[src/rtl/keyframe_pose_interpolator_top_macros.svh]
// Assertion macros shared by the keyframe pose player.
// Included by the files that carry concurrent assertions.
`ifndef KEYFRAME_POSE_INTERPOLATOR_TOP_MACROS_SVH
`define KEYFRAME_POSE_INTERPOLATOR_TOP_MACROS_SVH
// Implication checked on every clock edge outside reset.
`define KPI_ASSERT_IMPL(lbl, clk, rst_n, ante, cons) \
    lbl: assert property (@(posedge clk) disable iff (!rst_n) (ante) |-> (cons)) \
        else $error("assertion failed");
// Implication whose consequent is checked in the next cycle.
`define KPI_ASSERT_NEXT(lbl, clk, rst_n, ante, cons) \
    lbl: assert property (@(posedge clk) disable iff (!rst_n) (ante) |=> (cons)) \
        else $error("assertion failed");
`endif

[src/rtl/kpi_pkg.sv]
// Package for the keyframe pose player: item kinds, widths, lane control.
// No dependencies.
package kpi_pkg;
    localparam int unsigned MaxCh = 9;
    localparam int unsigned WordW = 32;
    typedef enum logic [1:0] {
        K_SAVE = 2'd0,
        K_PLAY = 2'd1,
        K_TICK = 2'd2,
        K_NONE = 2'd3
    } t_kind;
    // Per-lane command from the sequencer.
    typedef struct packed {
        logic load;   // load the pose word
        logic add;    // saturating add of the increment
        logic div_go; // start the increment division
    } t_lane_ctl;
endpackage

[src/rtl/kpi_lane.sv]
// One pose channel: current value, increment, and a serial signed divider.
// Depends on kpi_pkg.
module kpi_lane
    import kpi_pkg::*;
(
    input  logic                i_clk,
    input  logic                i_rst_n,
    input  t_lane_ctl           i_ctl,
    input  logic [WordW-1:0]    i_load,
    input  logic [WordW-1:0]    i_frm_a,
    input  logic [WordW-1:0]    i_frm_b,
    input  logic [15:0]         i_div,
    output logic [WordW-1:0]    o_pose,
    output logic                o_busy
);
    logic signed [WordW-1:0] r_pose, r_inc;
    logic [32:0] r_rem_q;  // dividend magnitude shifting into quotient
    logic [16:0] r_rem;
    logic [5:0]  r_cnt;
    logic        r_busy, r_neg;
    logic signed [WordW:0] w_diff;
    logic [32:0] w_mag;
    logic [16:0] w_try;
    logic [16:0] w_sh;
    logic [33:0] w_q_s;
    logic signed [WordW:0] w_sum;

    assign w_diff = {i_frm_b[WordW-1], i_frm_b} - {i_frm_a[WordW-1], i_frm_a};
    assign w_mag  = w_diff[WordW] ? 33'(-w_diff) : 33'(w_diff);
    assign w_sh   = {r_rem[15:0], r_rem_q[32]};
    assign w_try  = w_sh - {1'b0, i_div};
    assign w_sum  = {r_pose[WordW-1], r_pose} + {r_inc[WordW-1], r_inc};
    // Final quotient, signed, then saturated.
    assign w_q_s  = r_neg ? -{1'b0, r_rem_q} : {1'b0, r_rem_q};

    always_ff @(posedge i_clk) begin
        if (!i_rst_n) begin
            r_pose <= '0;
            r_inc  <= '0;
            r_busy <= 1'b0;
            r_cnt  <= '0;
        end else begin
            if (i_ctl.load) begin
                r_pose <= i_load;
            end else if (i_ctl.add) begin
                if (w_sum[WordW] != w_sum[WordW-1]) begin
                    r_pose <= w_sum[WordW] ? {1'b1, {(WordW-1){1'b0}}}
                                           : {1'b0, {(WordW-1){1'b1}}};
                end else begin
                    r_pose <= w_sum[WordW-1:0];
                end
            end
            if (i_ctl.div_go) begin
                r_rem_q <= w_mag;
                r_rem   <= '0;
                r_neg   <= w_diff[WordW];
                r_cnt   <= 6'd33;
                r_busy  <= 1'b1;
            end else if (r_busy) begin
                if (r_cnt != '0) begin
                    if (!w_try[16]) begin
                        r_rem   <= w_try;
                        r_rem_q <= {r_rem_q[31:0], 1'b1};
                    end else begin
                        r_rem   <= w_sh;
                        r_rem_q <= {r_rem_q[31:0], 1'b0};
                    end
                    r_cnt <= r_cnt - 6'd1;
                end else begin
                    r_busy <= 1'b0;
                    if (w_q_s[33] == 1'b0 && w_q_s[32:31] != 2'b00) begin
                        r_inc <= {1'b0, {(WordW-1){1'b1}}};
                    end else if (w_q_s[33] && w_q_s[32:31] != 2'b11) begin
                        r_inc <= {1'b1, {(WordW-1){1'b0}}};
                    end else begin
                        r_inc <= w_q_s[WordW-1:0];
                    end
                end
            end
        end
    end

    assign o_pose = r_pose;
    assign o_busy = r_busy;
endmodule

[config.mk]
export PLATFORM = sky130hd
export DESIGN_NAME = kpi_lane
export DESIGN_NICKNAME = d
export VERILOG_FILES = /design/src/rtl/keyframe_pose_interpolator_top_macros.svh /design/src/rtl/kpi_pkg.sv /design/src/rtl/kpi_lane.sv
export SDC_FILE = /design/constraint.sdc
export NUM_CORES = 1
export LEC_CHECK = 0
export BUFFER_PORTS_ARGS = -buffer_cell sky130_fd_sc_hd__buf_2
export CORE_MARGIN = 5
export CORE_UTILIZATION = 30
export CTS_BUF_LIST = sky130_fd_sc_hd__clkbuf_2
export CTS_CLUSTER_DIAMETER = 30
export CTS_CLUSTER_SIZE = 30
export DETAILED_ROUTE_END_ITERATION = 16
export PLACE_DENSITY = 0.44
export SKIP_CTS_REPAIR_TIMING = 1
export SLEW_MARGIN = 40
export SYNTH_ARGS = -nofsm -noshare
export SYNTH_HDL_FRONTEND = slang
export SYNTH_SLANG_ARGS = --single-unit
export TNS_END_PERCENT = 5
[constraint.sdc]
create_clock -name i_clk -period 5.38 [get_ports i_clk]
set_clock_uncertainty 0.2 [all_clocks]
set_input_delay 0.538 -clock i_clk [delete_from_list [all_inputs] [get_ports i_clk]]
set_output_delay 0.538 -clock i_clk [all_outputs]
set_load 0.005 [all_outputs]
Word level (Yosys, flattened, before mapping) --
Index checks and enable logic that the tools add are counted.
Word-level totals: bits in writable memories 0, latch bits 0, bits in registers 121, memories 0, word-level logic and storage cells 54, output and inout bits 33, bits in read-only memories 0
Cells by class: divide/modulo/power cells 0, multipliers 0, mux-type cells 21, bitwise operators 4, add/sub/neg operators 6, reductions and logical operators 13, magnitude comparators 0, shifts and indexed selects 0, equal/unequal tests 2
Operators by type and width (count):
- $mux 32 | 6
- $mux 33 | 4
- $mux 16 | 3
- $mux 34 | 1
- $neg 33->34 | 1
- $add 32x32->33 | 1
- $neg 33->33 | 1
- $sub 32x32->33 | 1
- $mux 6 | 3
- $sub 17x16->17 | 1
- $reduce_bool 2->1 | 4
- $reduce_and 2->1 | 3
- $reduce_and 3->1 | 2
- $reduce_bool 6->1 | 1
- $sub 6x1->6 const B | 1
- $mux 1 | 4
- $not 1->1 | 4
- $logic_and 1x1->1 | 2
- $ne 2x2->1 const B | 1
- $reduce_or 2->1 | 1
- $ne 1x1->1 | 1

Logic depth before layout (Yosys ltp) --
Gate-level depths: netlist of run 1.
depth in word-level cells 6, gate-level depth with buffers 15, gate-level depth less buffers 14

Worst setup path after synthesis of run 1 --
Ideal clock, no wire load.
path kind input-to-reg, start point in i_frm_b[0], end point reg r_rem_q[28], data pin, cell stages on the path 13, data arrival time 3.467 ns, library setup time 0.272 ns, path buffers 0, setup slack 1.441 ns, path through inv_1 -> ha_1 -> fa_1 -> nand2b_1 -> a21oi_2 -> o21a_1 -> o21ai_2 -> a21o_1 -> xnor2_1 -> or4_4 -> or3_4 -> a221oi_2 -> o311ai_1
On the way: word-level cells in the longest chain between the ends 4
Ends and longest elaborated chain:
- from (decl) | RTL line kpi_lane.sv:11 | input logic [WordW-1:0] i_frm_b,
- $sub 32x32->33 * | RTL line kpi_lane.sv:28 | assign w_diff = {i_frm_b[WordW-1], i_frm_b} - {i_frm_a[WordW-1], i_frm_a};
- $neg 33->33 | RTL line kpi_lane.sv:29 | assign w_mag = w_diff[WordW] ? 33'(-w_diff) : 33'(w_diff);
- $mux 33 * | RTL line kpi_lane.sv:29
- $mux 33 * | RTL line kpi_lane.sv:53 | if (i_ctl.div_go) begin
- to (signal assigned) | RTL line kpi_lane.sv:54 | r_rem_q <= w_mag;
- to (signal assigned) | RTL line kpi_lane.sv:63 | r_rem_q <= {r_rem_q[31:0], 1'b1};
- to (signal assigned) | RTL line kpi_lane.sv:66 | r_rem_q <= {r_rem_q[31:0], 1'b0};
- to (decl) | RTL line kpi_lane.sv:17 | logic [32:0] r_rem_q;
Mark *: on every way between the ends. The rest lies on a longest branch, timed or not. A chain may end at the register's enable or synchronous reset.

Final worst setup path of run 1 --
start point reg r_pose[0], in the netlist o_pose[0], end point reg r_pose[30], in the netlist o_pose[30]
On the way: word-level cells in the longest chain between the ends 5, elaborated cells on any way between the ends 6, those cells by class add/sub (1); eq/ne (1); mux (4)
Ends and longest elaborated chain:
- from (decl) | RTL line kpi_lane.sv:16 | logic signed [WordW-1:0] r_pose, r_inc;
- from (signal assigned) | RTL line kpi_lane.sv:44 | r_pose <= i_load;
- from (signal assigned) | RTL line kpi_lane.sv:47 | r_pose <= w_sum[WordW] ? {1'b1, {(WordW-1){1'b0}}}
- from (signal assigned) | RTL line kpi_lane.sv:50 | r_pose <= w_sum[WordW-1:0];
- $add 32x32->33 * | RTL line kpi_lane.sv:32 | assign w_sum = {r_pose[WordW-1], r_pose} + {r_inc[WordW-1], r_inc};
- $mux 32 or $ne 1x1->1 (tied branches) | RTL line kpi_lane.sv:47, kpi_lane.sv:46
- $mux 32 * | RTL line kpi_lane.sv:46 | if (w_sum[WordW] != w_sum[WordW-1]) begin
- $mux 32 * | RTL line kpi_lane.sv:45 | end else if (i_ctl.add) begin
- $mux 32 * | RTL line kpi_lane.sv:43 | if (i_ctl.load) begin
Mark *: on every way between the ends. The rest lies on a longest branch, timed or not. The select of a mux whose other input is x is not followed.

==> out/results.ini, run 1 <==
[pwr]
vdd.ir_drop.worst_v = 0.0000991
share_comb_of_total_power = 0.409
p_leak_nw = 5.46
p_per_area_nw_per_um2 = 222
cellInternalPower_mw = 1.84
netSwitchingPower_mw = 1.11
power.share.clock = 0.205
p_sw_frac = 0.376
power_frac_seq = 0.386

[worst_setup_path]
register_to_register_path_setup_slack_ps = 1360
regToRegStartpoint = o_pose[0]
critical-path-top-cell-by-count = a21oi_1
worst-path-buf-inv = 0
path_delay_family = compound AO/OA/AOI/OAI gates
cp.arrival_ps = 4400
slowest_stage_delay_on_critical_path_ps = 590
critical_path_peak_fanout = 5
crit_chain = ha_1 > fa_1 > a21o_1 > a21oi_1 > o31ai_1 > a211oi_1 > o21bai_1 > a21oi_1 > o21ai_0 > a2111oi_0 > o31ai_1 > a21oi_1
path_depth_of_the_worst_reg2reg_path = 12
critical_path_class = flop to flop
critPathCaptureType = flop
data_required_critical_path_ps = 5760
cpMaxStageDelayCell = o31ai_1
crit-reg2reg-capture = o_pose[30]
timing.critical_path.from_type = flop

[global_route]
first_global_vias = 9972
gr-usage-all-layers = 0.144
grt_start_max_net_pins = 70
global_route_wire_length_before_repair_um = 50800
antenna_found_initial = 1
grt_overflow_total = 0

[synth]
yosysWarnings = 0
synth.top_cell.area_share = 0.131
adder_cell_fraction_of_synth_area = 0.0966
synth_simple_gate_area_frac = 0.200
synth_ff_type = dfxtp_1
synth_compound_gate_area_share = 0.290
synth_largest_area_cell = edfxtp_1
post_synth_xor_area_fraction = 0.0837
seq_area_frac_synth = 0.254
syn-mean-instance-area_um2 = 8.13
synthesis.nets = 1619
synthDistinctLibCells = 87
synth_common_cells = 137 x a21oi_1, 92 x nand2_1, 92 x nor2_1
synth_edf_count = 50
synth_top_family_by_area = compound AO/OA/AOI/OAI gates
netlist_area_um2 = 11500
yosys-mux-area-fraction = 0.0243
synth_cells = 1415
asyncSetResetFlopFracSynth = 0
ys_seq_elements = 121
post-synth-top-count-cell = a21oi_1
synthTopCellsByArea = edfxtp_1 13%, dfxtp_1 12%, ha_1 9.1%

[sta]
rsz0062_at_grt = false
final_critical_path_setup_slack_ps = 1360
worst_slew_pin_slew_ps = 675
report.final.slew_viol_count = 0
final.setup.tns_ps = 0
finalSetupViolations = 0
remaining_max_slew_budget_at_the_tightest_pin = 0.550
hold_viol_final = 0
period_utilisation_layout = 0.748
fmaxAchievable_mhz = 249
layout_min_cycle_time_ps = 4020

[routing]
wl_met1_um = 16200
antenna_violating_nets_post_route = 0
highest-signal-layer = met4
wire_per_inst_um = 15.0
met2RoutedLength_um = 13600
detail_route.vias_per_cell = 5.01
route.detailed.drc = 0
met3RoutedLength_um = 1140
dr.pass1.iters = 5
postRouteWirelength_um = 31200
vias = 10400
dr.first_iter.drc_count = 492

[clock_network]
clk_transition_reported_paths_ps = 180
cts.sinks = 121
clock-root-buffer = clkbuf_2
clock_tree.buffer_depth = 2
htree_num_levels = 4
cts-buffers-inserted = 17
cts_tree = built
clk_latency_ps = 690

[die]
width_of_the_chip_um = 206
fp.dieH_um = 206
initial_utilization = 0.305
core.rowCount = 71
design.die.area_um2 = 42400
io_pins = 150
coreArea_um2 = 37800

[hold_path]
hp-start = i_load[28]
holdPathStages = 4
min_path_type = primary input to flop
hold_end = o_pose[28]

[place]
dp.final_hpwl_um = 24500
io_buffers = 149
minimum_setup_slack_after_placement_ps = 917
place_congestion = 0.849

[final_layout]
filler_cell_count = 4038
synthToLayoutAreaGrowth_pct = 15.3
nNetsFinal = 1763
post_route_cells_drive_above_1_share = 0.198

[flow_run]
max_cap_violations = 0

[status]
status = finished, final reports clean

[worst max path at each step]
stage,start,end,slack [ps],cells after the start
2_1_floorplan,i_frm_b[0],r_rem_q[28],1440,13
3_3_place_gp,i_frm_a[0],r_rem_q[28],890,13
3_5_place_dp,i_frm_a[0],r_rem_q[28],920,13
4_1_cts,o_pose[1],o_pose[4],1310,12
5_1_grt,o_pose[0],o_pose[18],940,14
6_report,o_pose[0],o_pose[30],1360,12
[final cells by class]
type | instances | area, um2 | area share
Multi-Input combinational cell | 1150 | 8010 | 0.604
Sequential cell | 121 | 2920 | 0.220
Timing Repair Buffer | 193 | 1160 | 0.0878
Tap cell | 511 | 639 | 0.0482
Inverter | 76 | 285 | 0.0215
Clock inverter | 12 | 131 | 0.00991
Clock buffer | 20 | 100 | 0.00755
Antenna cell | 1 | 2.50 | 0.000189
[through the flow]
| step | hold slack (ps) | area [um2] | total power, mW | instances | utilization |
|---|---|---|---|---|---|
| floorplan | 249 | 11500 | 2.05 | 1415 | - |
| global placement | 287 | 12700 | 2.35 | 2020 | 0.336 |
| detailed placement | 292 | 12700 | 2.35 | 2022 | 0.337 |
| CTS | -226 | 13000 | 2.99 | 2054 | 0.343 |
| global route | 1.25 | 13300 | 3.19 | 2084 | 0.351 |
| finish | 79.5 | 13300 | 2.94 | 2084 | 0.351 |
[cells in the final DEF (no fill, tap or decap), drive strengths merged, types with 27 or more instances in the layout]
cell / n
nand3: 33
inv: 79
edfxtp: 50
o311ai: 34
o21ai: 90
ha: 84
a21o: 27
dfxtp: 71
buf: 164
dlygate4sd3: 29
xnor2: 83
nand2b: 49
nor3: 29
nand2: 122
a21oi: 170
nor2: 93
[worst reg2reg max path: cells and delay by family, from the launching register on]
family          cells  cell delay (ps)
compound gates     10             2810
fa+ha+maj           2              480
flops               1              440
[sequential cells by signal (all words and copies together), names as in the netlist]
| signal | flops |
|---|---|
| r_rem_q | 33 |
| o_pose | 32 |
| r_inc | 32 |
| r_rem | 16 |
| r_cnt | 6 |
| o_busy | 1 |
| r_neg | 1 |
[cells by family after synthesis]
| logic type | Yosys count |
|---|---|
| AO/OA/AOI/OAI | 491 |
| XOR/XNOR | 109 |
| adder cells (fa/ha/maj) | 87 |
| buffers and inverters | 144 |
| flip-flops | 121 |
| multiplexers | 27 |
| AND/OR/NAND/NOR | 436 |
[routing by layer]
layer / track usage / vias to the layer above
met3: 0.0183 / 20
li1: - / 5516
met1: 0.212 / 4724
met4: 0.0330 / 0
met2: 0.224 / 179
met5: 0 / -
[power by group through the flow]
| stage | sequential [mW] | combinational, mW | clock, mW |
|---|---|---|---|
| final | 1.13 | 1.20 | 0.605 |
| after global routing | 1.15 | 1.36 | 0.682 |
| after CTS | 1.14 | 1.20 | 0.647 |
| after detailed placement | 1.16 | 1.19 | 0 |
| after global placement | 1.16 | 1.19 | 0 |
| after floorplan | 1.13 | 0.918 | 0 |
(Power assumes the default switching activity.)
==> run 2: changes to the inputs <==
PLACE_DENSITY = 0.46   (was 0.44)
clock period = 3.5 ns   (was 5.38 ns; I/O delays follow)
==> run 2 against run 1 <==
Against the previous run: count of clock-buffer cells in the layout fell by 3; final cell count rose by 9.9%; sequential power rose by 53%; hold slack better by 33 ps; die area stayed put; register-to-register slack lost 1300 ps; clock power is 79% higher; critical path depth rose by 1; critical path type unchanged; highest routed layer unchanged.
==> out/results.ini, run 2 (synthesized netlist as in run 1, its figures left out) <==
[worst_setup_path]
cpMaxStageDelayCell = edfxtp_1
critPathCaptureType = flop
path_depth_of_the_worst_reg2reg_path = 13  ; +1
cp-startpoint = r_rem_q[3]
timing.critical_path.from_type = flop
critical_path_class = flop to flop
critical_path_peak_fanout = 7  ; +2
cp.arrival_ps = 3900  ; -500 ps
path_delay_family = simple AND/OR/NAND/NOR gates
data_required_critical_path_ps = 3920  ; -1840 ps
worst-path-buf-inv = 3  ; +3
crit_chain = nor4_4 > nand3b_1 > or3_4 > or4_4 > or4_4 > buf_6 > nor2_4 > a31oi_4 > o211ai_4 > buf_12 > buf_4 > nand2_2 > a21oi_2
critical-path-top-cell-by-count = or4_4
slowest_stage_delay_on_critical_path_ps = 460  ; -130 ps
crit-reg2reg-capture = r_inc[28]
register_to_register_path_setup_slack_ps = 20  ; -1340 ps
regToRegStartpoint = r_rem_q[3]
cp_num_cells = 13  ; +1

[die]
io_pins = 150  ; unchanged
design.die.area_um2 = 42400  ; unchanged
initial_utilization = 0.305  ; unchanged
width_of_the_chip_um = 206  ; unchanged
core.rowCount = 71  ; unchanged
fp.dieH_um = 206  ; unchanged
coreArea_um2 = 37800  ; unchanged

[final_layout]
leading_cell_type_in_the_layout_fill_and_taps_excluded = buf_4
post_route_cells_drive_above_1_share = 0.300  ; +0.103
nNetsFinal = 1970  ; +12%
layout.cells.most_common_list = 203 x buf_4, 148 x buf_2, 133 x a21oi_1
largest_register_ff_count = 33  ; unchanged
max_flop_register = r_rem_q
synthToLayoutAreaGrowth_pct = 31.7
summed_area_of_non_filler_cells_in_the_final_layout_um2 = 15100  ; +14%

[sta]
fmaxAchievable_mhz = 287  ; +15%
hold-worst-slack_ps = 112  ; +32.5 ps
remaining_max_slew_budget_at_the_tightest_pin = 0.560  ; +0.00971
worst_slew_pin_slew_ps = 661  ; -14.6 ps
rsz0062_at_grt = true
hold_viol_final = 0  ; unchanged
period_utilisation_layout = 0.996  ; +0.248
layout_min_cycle_time_ps = 3490  ; -538 ps
final_critical_path_setup_slack_ps = 15.0  ; -1340 ps
report.final.slew_viol_count = 0  ; unchanged
final.setup.tns_ps = 0  ; unchanged
finalSetupViolations = 0  ; unchanged

[clock_network]
clk_latency_ps = 680  ; about the same
clock_tree.buffer_depth = 2  ; unchanged
clock-root-buffer = clkbuf_2
cts.sinks = 121  ; unchanged
htree_num_levels = 4  ; unchanged
clk_transition_reported_paths_ps = 180  ; about the same
cts-buffers-inserted = 17  ; unchanged
cts_tree = built

[flow_run]
max_cap_violations = 0  ; unchanged

[hold_path]
hold_end = r_rem_q[0]
hp-start = i_frm_a[0]
holdPathStages = 3  ; -1
min_path_type = primary input to flop

[pwr]
p_per_area_nw_per_um2 = 337  ; +52%
p_leak_nw = 6.56  ; +20%
vdd.ir_drop.worst_v = 0.000208  ; +110%

[routing]
vias = 11200  ; +7.7%
postRouteWirelength_um = 32600  ; +4.6%
antenna_violating_nets_post_route = 0  ; unchanged
route.detailed.drc = 0  ; unchanged
wire_per_inst_um = 14.3  ; -4.8%
dr.pass1.iters = 5  ; unchanged
detail_route.vias_per_cell = 4.91  ; -2.0%
dr.first_iter.drc_count = 469  ; -4.7%

[place]
io_buffers = 149  ; unchanged
minimum_setup_slack_after_placement_ps = -337  ; -1250 ps
place_congestion = 0.814  ; -4.1%
dpl_cell_area_um2 = 14200  ; +11%
dp.final_hpwl_um = 25700  ; +5.1%

[global_route]
global_route_wire_length_before_repair_um = 52500  ; +3.4%
grt_start_max_net_pins = 70  ; unchanged
antenna_found_initial = 1  ; unchanged
grt_overflow_total = 0  ; unchanged
gr-usage-all-layers = 0.147  ; +0.00366
first_global_vias = 10600  ; +6.2%

[status]
status = finished, final reports clean

## run 2: cell count changes in the layout (fill, tap and decap cells not counted), moves of 5 or more
cell	change
buf_4	+190
dlygate4sd3_1	+6
buf_12	+5
buf_6	+5
## run 2: how the worst max path moves through the flow
stage                   to  slack (ps)
6_report         r_inc[28]          20
5_1_grt           r_inc[0]        -180
4_1_cts          r_rem[13]        -300
3_5_place_dp     r_rem[13]        -340
3_3_place_gp   r_rem_q[28]        -350
2_1_floorplan  r_rem_q[28]        -110
## run 2: report_power, final
part	total [mW]	switching, mW	internal [mW]	leakage [nW]
registers	1.73	0.103	1.62	1.06
clock network	1.08	0.551	0.531	0.167
logic	2.30	1.16	1.14	5.33
total	5.11	1.82	3.29	6.56
## run 2: metal layers
layer / up-vias / track usage / routed length, um / part of all wire
met5: - / 0 / 0 / 0
met4: 0 / 0.0280 / 242 / 0.0074
met3: 15 / 0.0200 / 1020 / 0.031
met2: 170 / 0.237 / 14700 / 0.45
met1: 5126 / 0.213 / 16700 / 0.51
li1: 5933 / - / - / -
## run 2: worst register-to-register path: cells and delay by family, from the launching register on
| family | cells | cell delay (ps) |
|---|---|---|
| AND/OR/NAND/NOR | 7 | 1910 |
| buffers and inverters | 3 | 450 |
| flip-flops | 1 | 460 |
| AO/OA/AOI/OAI | 3 | 430 |
## run 2: area by class of cell
type | count | area (um2)
Fill cell | 3922 | 22600
Multi-Input combinational cell | 1150 | 8150
Sequential cell | 121 | 2920
Timing Repair Buffer | 400 | 2860
Tap cell | 511 | 639
Inverter | 76 | 285
Clock inverter | 14 | 203
Clock buffer | 17 | 85.1
Antenna cell | 1 | 2.50
## run 2: metrics by stage
step | cells | utilization | total power, mW
after floorplan | 1415 | - | 3.16
after global placement | 2204 | 0.375 | 3.92
after detailed placement | 2206 | 0.376 | 3.94
after CTS | 2237 | 0.384 | 5.06
after global routing | 2290 | 0.401 | 5.49
final | 2290 | 0.401 | 5.11
==> run 3: changes to the inputs <==
CORE_ASPECT_RATIO = 1.5   (was unset)
==> run 3 against run 2 <==
Against the previous run: worst setup slack better by 19 ps; total power down 2.6%; non-clock buffer count decreased by 1; via count up 0.98%; critical endpoint is now r_inc[7].
==> out/results.ini, run 3 (synthesized netlist as in run 1, its figures left out) <==
[clock_network]
clock_tree.buffer_depth = 2  ; unchanged
htree_num_levels = 4  ; unchanged
clk_transition_reported_paths_ps = 210  ; +30 ps
cts.sinks = 121  ; unchanged
cts-buffers-inserted = 17  ; unchanged
clk_latency_ps = 740  ; +60 ps
cts_tree = built
clock-root-buffer = clkbuf_2

[routing]
wire_per_inst_um = 14.7  ; +3.1%
route.detailed.drc = 0  ; unchanged
vias = 11400  ; +0.98%
detail_route.vias_per_cell = 4.99  ; +1.7%
dr.first_iter.drc_count = 359  ; -23%
postRouteWirelength_um = 33400  ; +2.4%
antenna_violating_nets_post_route = 0  ; unchanged
dr.pass1.iters = 4  ; -1

[die]
initial_utilization = 0.301  ; -0.00360
width_of_the_chip_um = 170  ; -17%
design.die.area_um2 = 42400  ; +0.19%
io_pins = 150  ; unchanged
fp.dieH_um = 250  ; +21%
core.rowCount = 88  ; +24%
coreArea_um2 = 38200  ; +1.2%

[place]
placed_cells = 2183  ; -1.0%
place_congestion = 0.864  ; +6.1%
dp.final_hpwl_um = 26300  ; +2.2%
io_buffers = 149  ; unchanged
minimum_setup_slack_after_placement_ps = -356  ; -18.7 ps

[final_layout]
layoutNonFillerInstCount = 2274  ; -0.70%
leading_cell_type_in_the_layout_fill_and_taps_excluded = buf_4
largest_register_ff_count = 33  ; unchanged
max_flop_register = r_rem_q
layout.cells.most_common_list = 199 x buf_4, 148 x buf_2, 133 x a21oi_1
post_route_cells_drive_above_1_share = 0.300  ; -0.000562
nNetsFinal = 1969  ; -0.051%
synthToLayoutAreaGrowth_pct = 31.7  ; unchanged

[global_route]
antenna_found_initial = 1  ; unchanged
grt_start_max_net_pins = 70  ; unchanged
gr-usage-all-layers = 0.151  ; +0.00337
first_global_vias = 11100  ; +4.7%
global_route_wire_length_before_repair_um = 53900  ; +2.7%
grt_overflow_total = 0  ; unchanged

[sta]
hold-worst-slack_ps = 40.7  ; -71.3 ps
finalSetupViolations = 0  ; unchanged
report.final.slew_viol_count = 0  ; unchanged
final_critical_path_setup_slack_ps = 34.2  ; +19.2 ps
hold_viol_final = 0  ; unchanged
layout_min_cycle_time_ps = 3470  ; -19.2 ps
rsz0062_at_grt = true
remaining_max_slew_budget_at_the_tightest_pin = 0.558  ; -0.00188
period_utilisation_layout = 0.990  ; -0.00549
worst_slew_pin_slew_ps = 647  ; -13.9 ps
fmaxAchievable_mhz = 289  ; +0.55%

[worst_setup_path]
critical_path_class = flop to flop
crit_chain = nor4_4 > nand3b_1 > or3_4 > or4_4 > or4_4 > buf_6 > nor2_4 > a31oi_4 > o211ai_4 > buf_12 > clkbuf_16 > nand2_2 > a21oi_2
critical_path_peak_fanout = 6  ; -1
cpMaxStageDelayCell = edfxtp_1
timing.critical_path.from_type = flop
path_delay_family = simple AND/OR/NAND/NOR gates
data_required_critical_path_ps = 3950  ; +30 ps
worst-path-buf-inv = 3  ; unchanged
critical-path-top-cell-by-count = or4_4
slowest_stage_delay_on_critical_path_ps = 460  ; about the same
cp.arrival_ps = 3920  ; +20 ps
critPathCaptureType = flop

[status]
status = finished, final reports clean

[pwr]
vdd.ir_drop.worst_v = 0.000169  ; -19%
power_mw = 4.98  ; -2.6%
p_leak_nw = 6.55  ; about the same
p_per_area_nw_per_um2 = 329  ; -2.6%

[hold_path]
min_path_type = primary input to flop

[flow_run]
max_cap_violations = 0  ; unchanged

==> run 3: changes by cell type in the layout (fill, tap and decap cells not counted), sizes merged <==
cell	change
buf	-3
dlygate4sd3	+2
clkinvlp	-3
clkinv	+8
bufinv	-2
clkbuf	+2
inv	-4
==> run 3: layout make-up <==
class | instances | area [um2]
clock buffer | 19 | 95.1
clock inverter | 13 | 134
inverter | 76 | 285
antenna | 1 | 2.50
fill | 3977 | 23100
timing repair buffer | 399 | 2880
multi-input combinational | 1150 | 8210
sequential | 121 | 2920
tap | 495 | 619
==> run 3: worst min-delay path, stage by stage <==
cell and delay, ps:
buf_2 100, inv_1 40, ha_1 150, xnor2_1 110
mux2i_1 60, nor2_1 70
==> run 3: metrics by stage <==
step	cell area, um2	setup TNS [ps]	util
floorplan	11500	-1020	-
global placement	14100	-11590	0.369
detailed placement	14100	-7560	0.370
CTS	14300	-4270	0.376
global route	15100	-3800	0.397
finish	15100	0	0.397
==> run 3: power by group <==
part,switching [mW],internal (mW)
Clock,0.545,0.387
Combinational,1.17,1.15
Sequential,0.103,1.62
Total,1.82,3.16
==> run 3: path summary, 6_finish.rpt <==
check / start / to / slack [ps] / depth (start not counted)
worst max-delay path: r_rem_q[3] / r_inc[7] / 30 / 13
worst min-delay path: i_div[10] / r_rem[10] / 40 / 6
worst max register to register: r_rem_q[3] / r_inc[7] / 30 / 13
worst min register to register: r_inc[0] / r_inc[0] / 300 / 2
==> run 3: per-layer routing <==
metal / part of all wire / GRT usage / vias to the layer above / routed length, um
met5: 0 / 0 / - / 0
met4: 0.018 / 0.0405 / 0 / 590
met3: 0.026 / 0.0201 / 26 / 864
met2: 0.53 / 0.284 / 169 / 17800
met1: 0.42 / 0.176 / 5227 / 14200
li1: - / - / 5932 / -
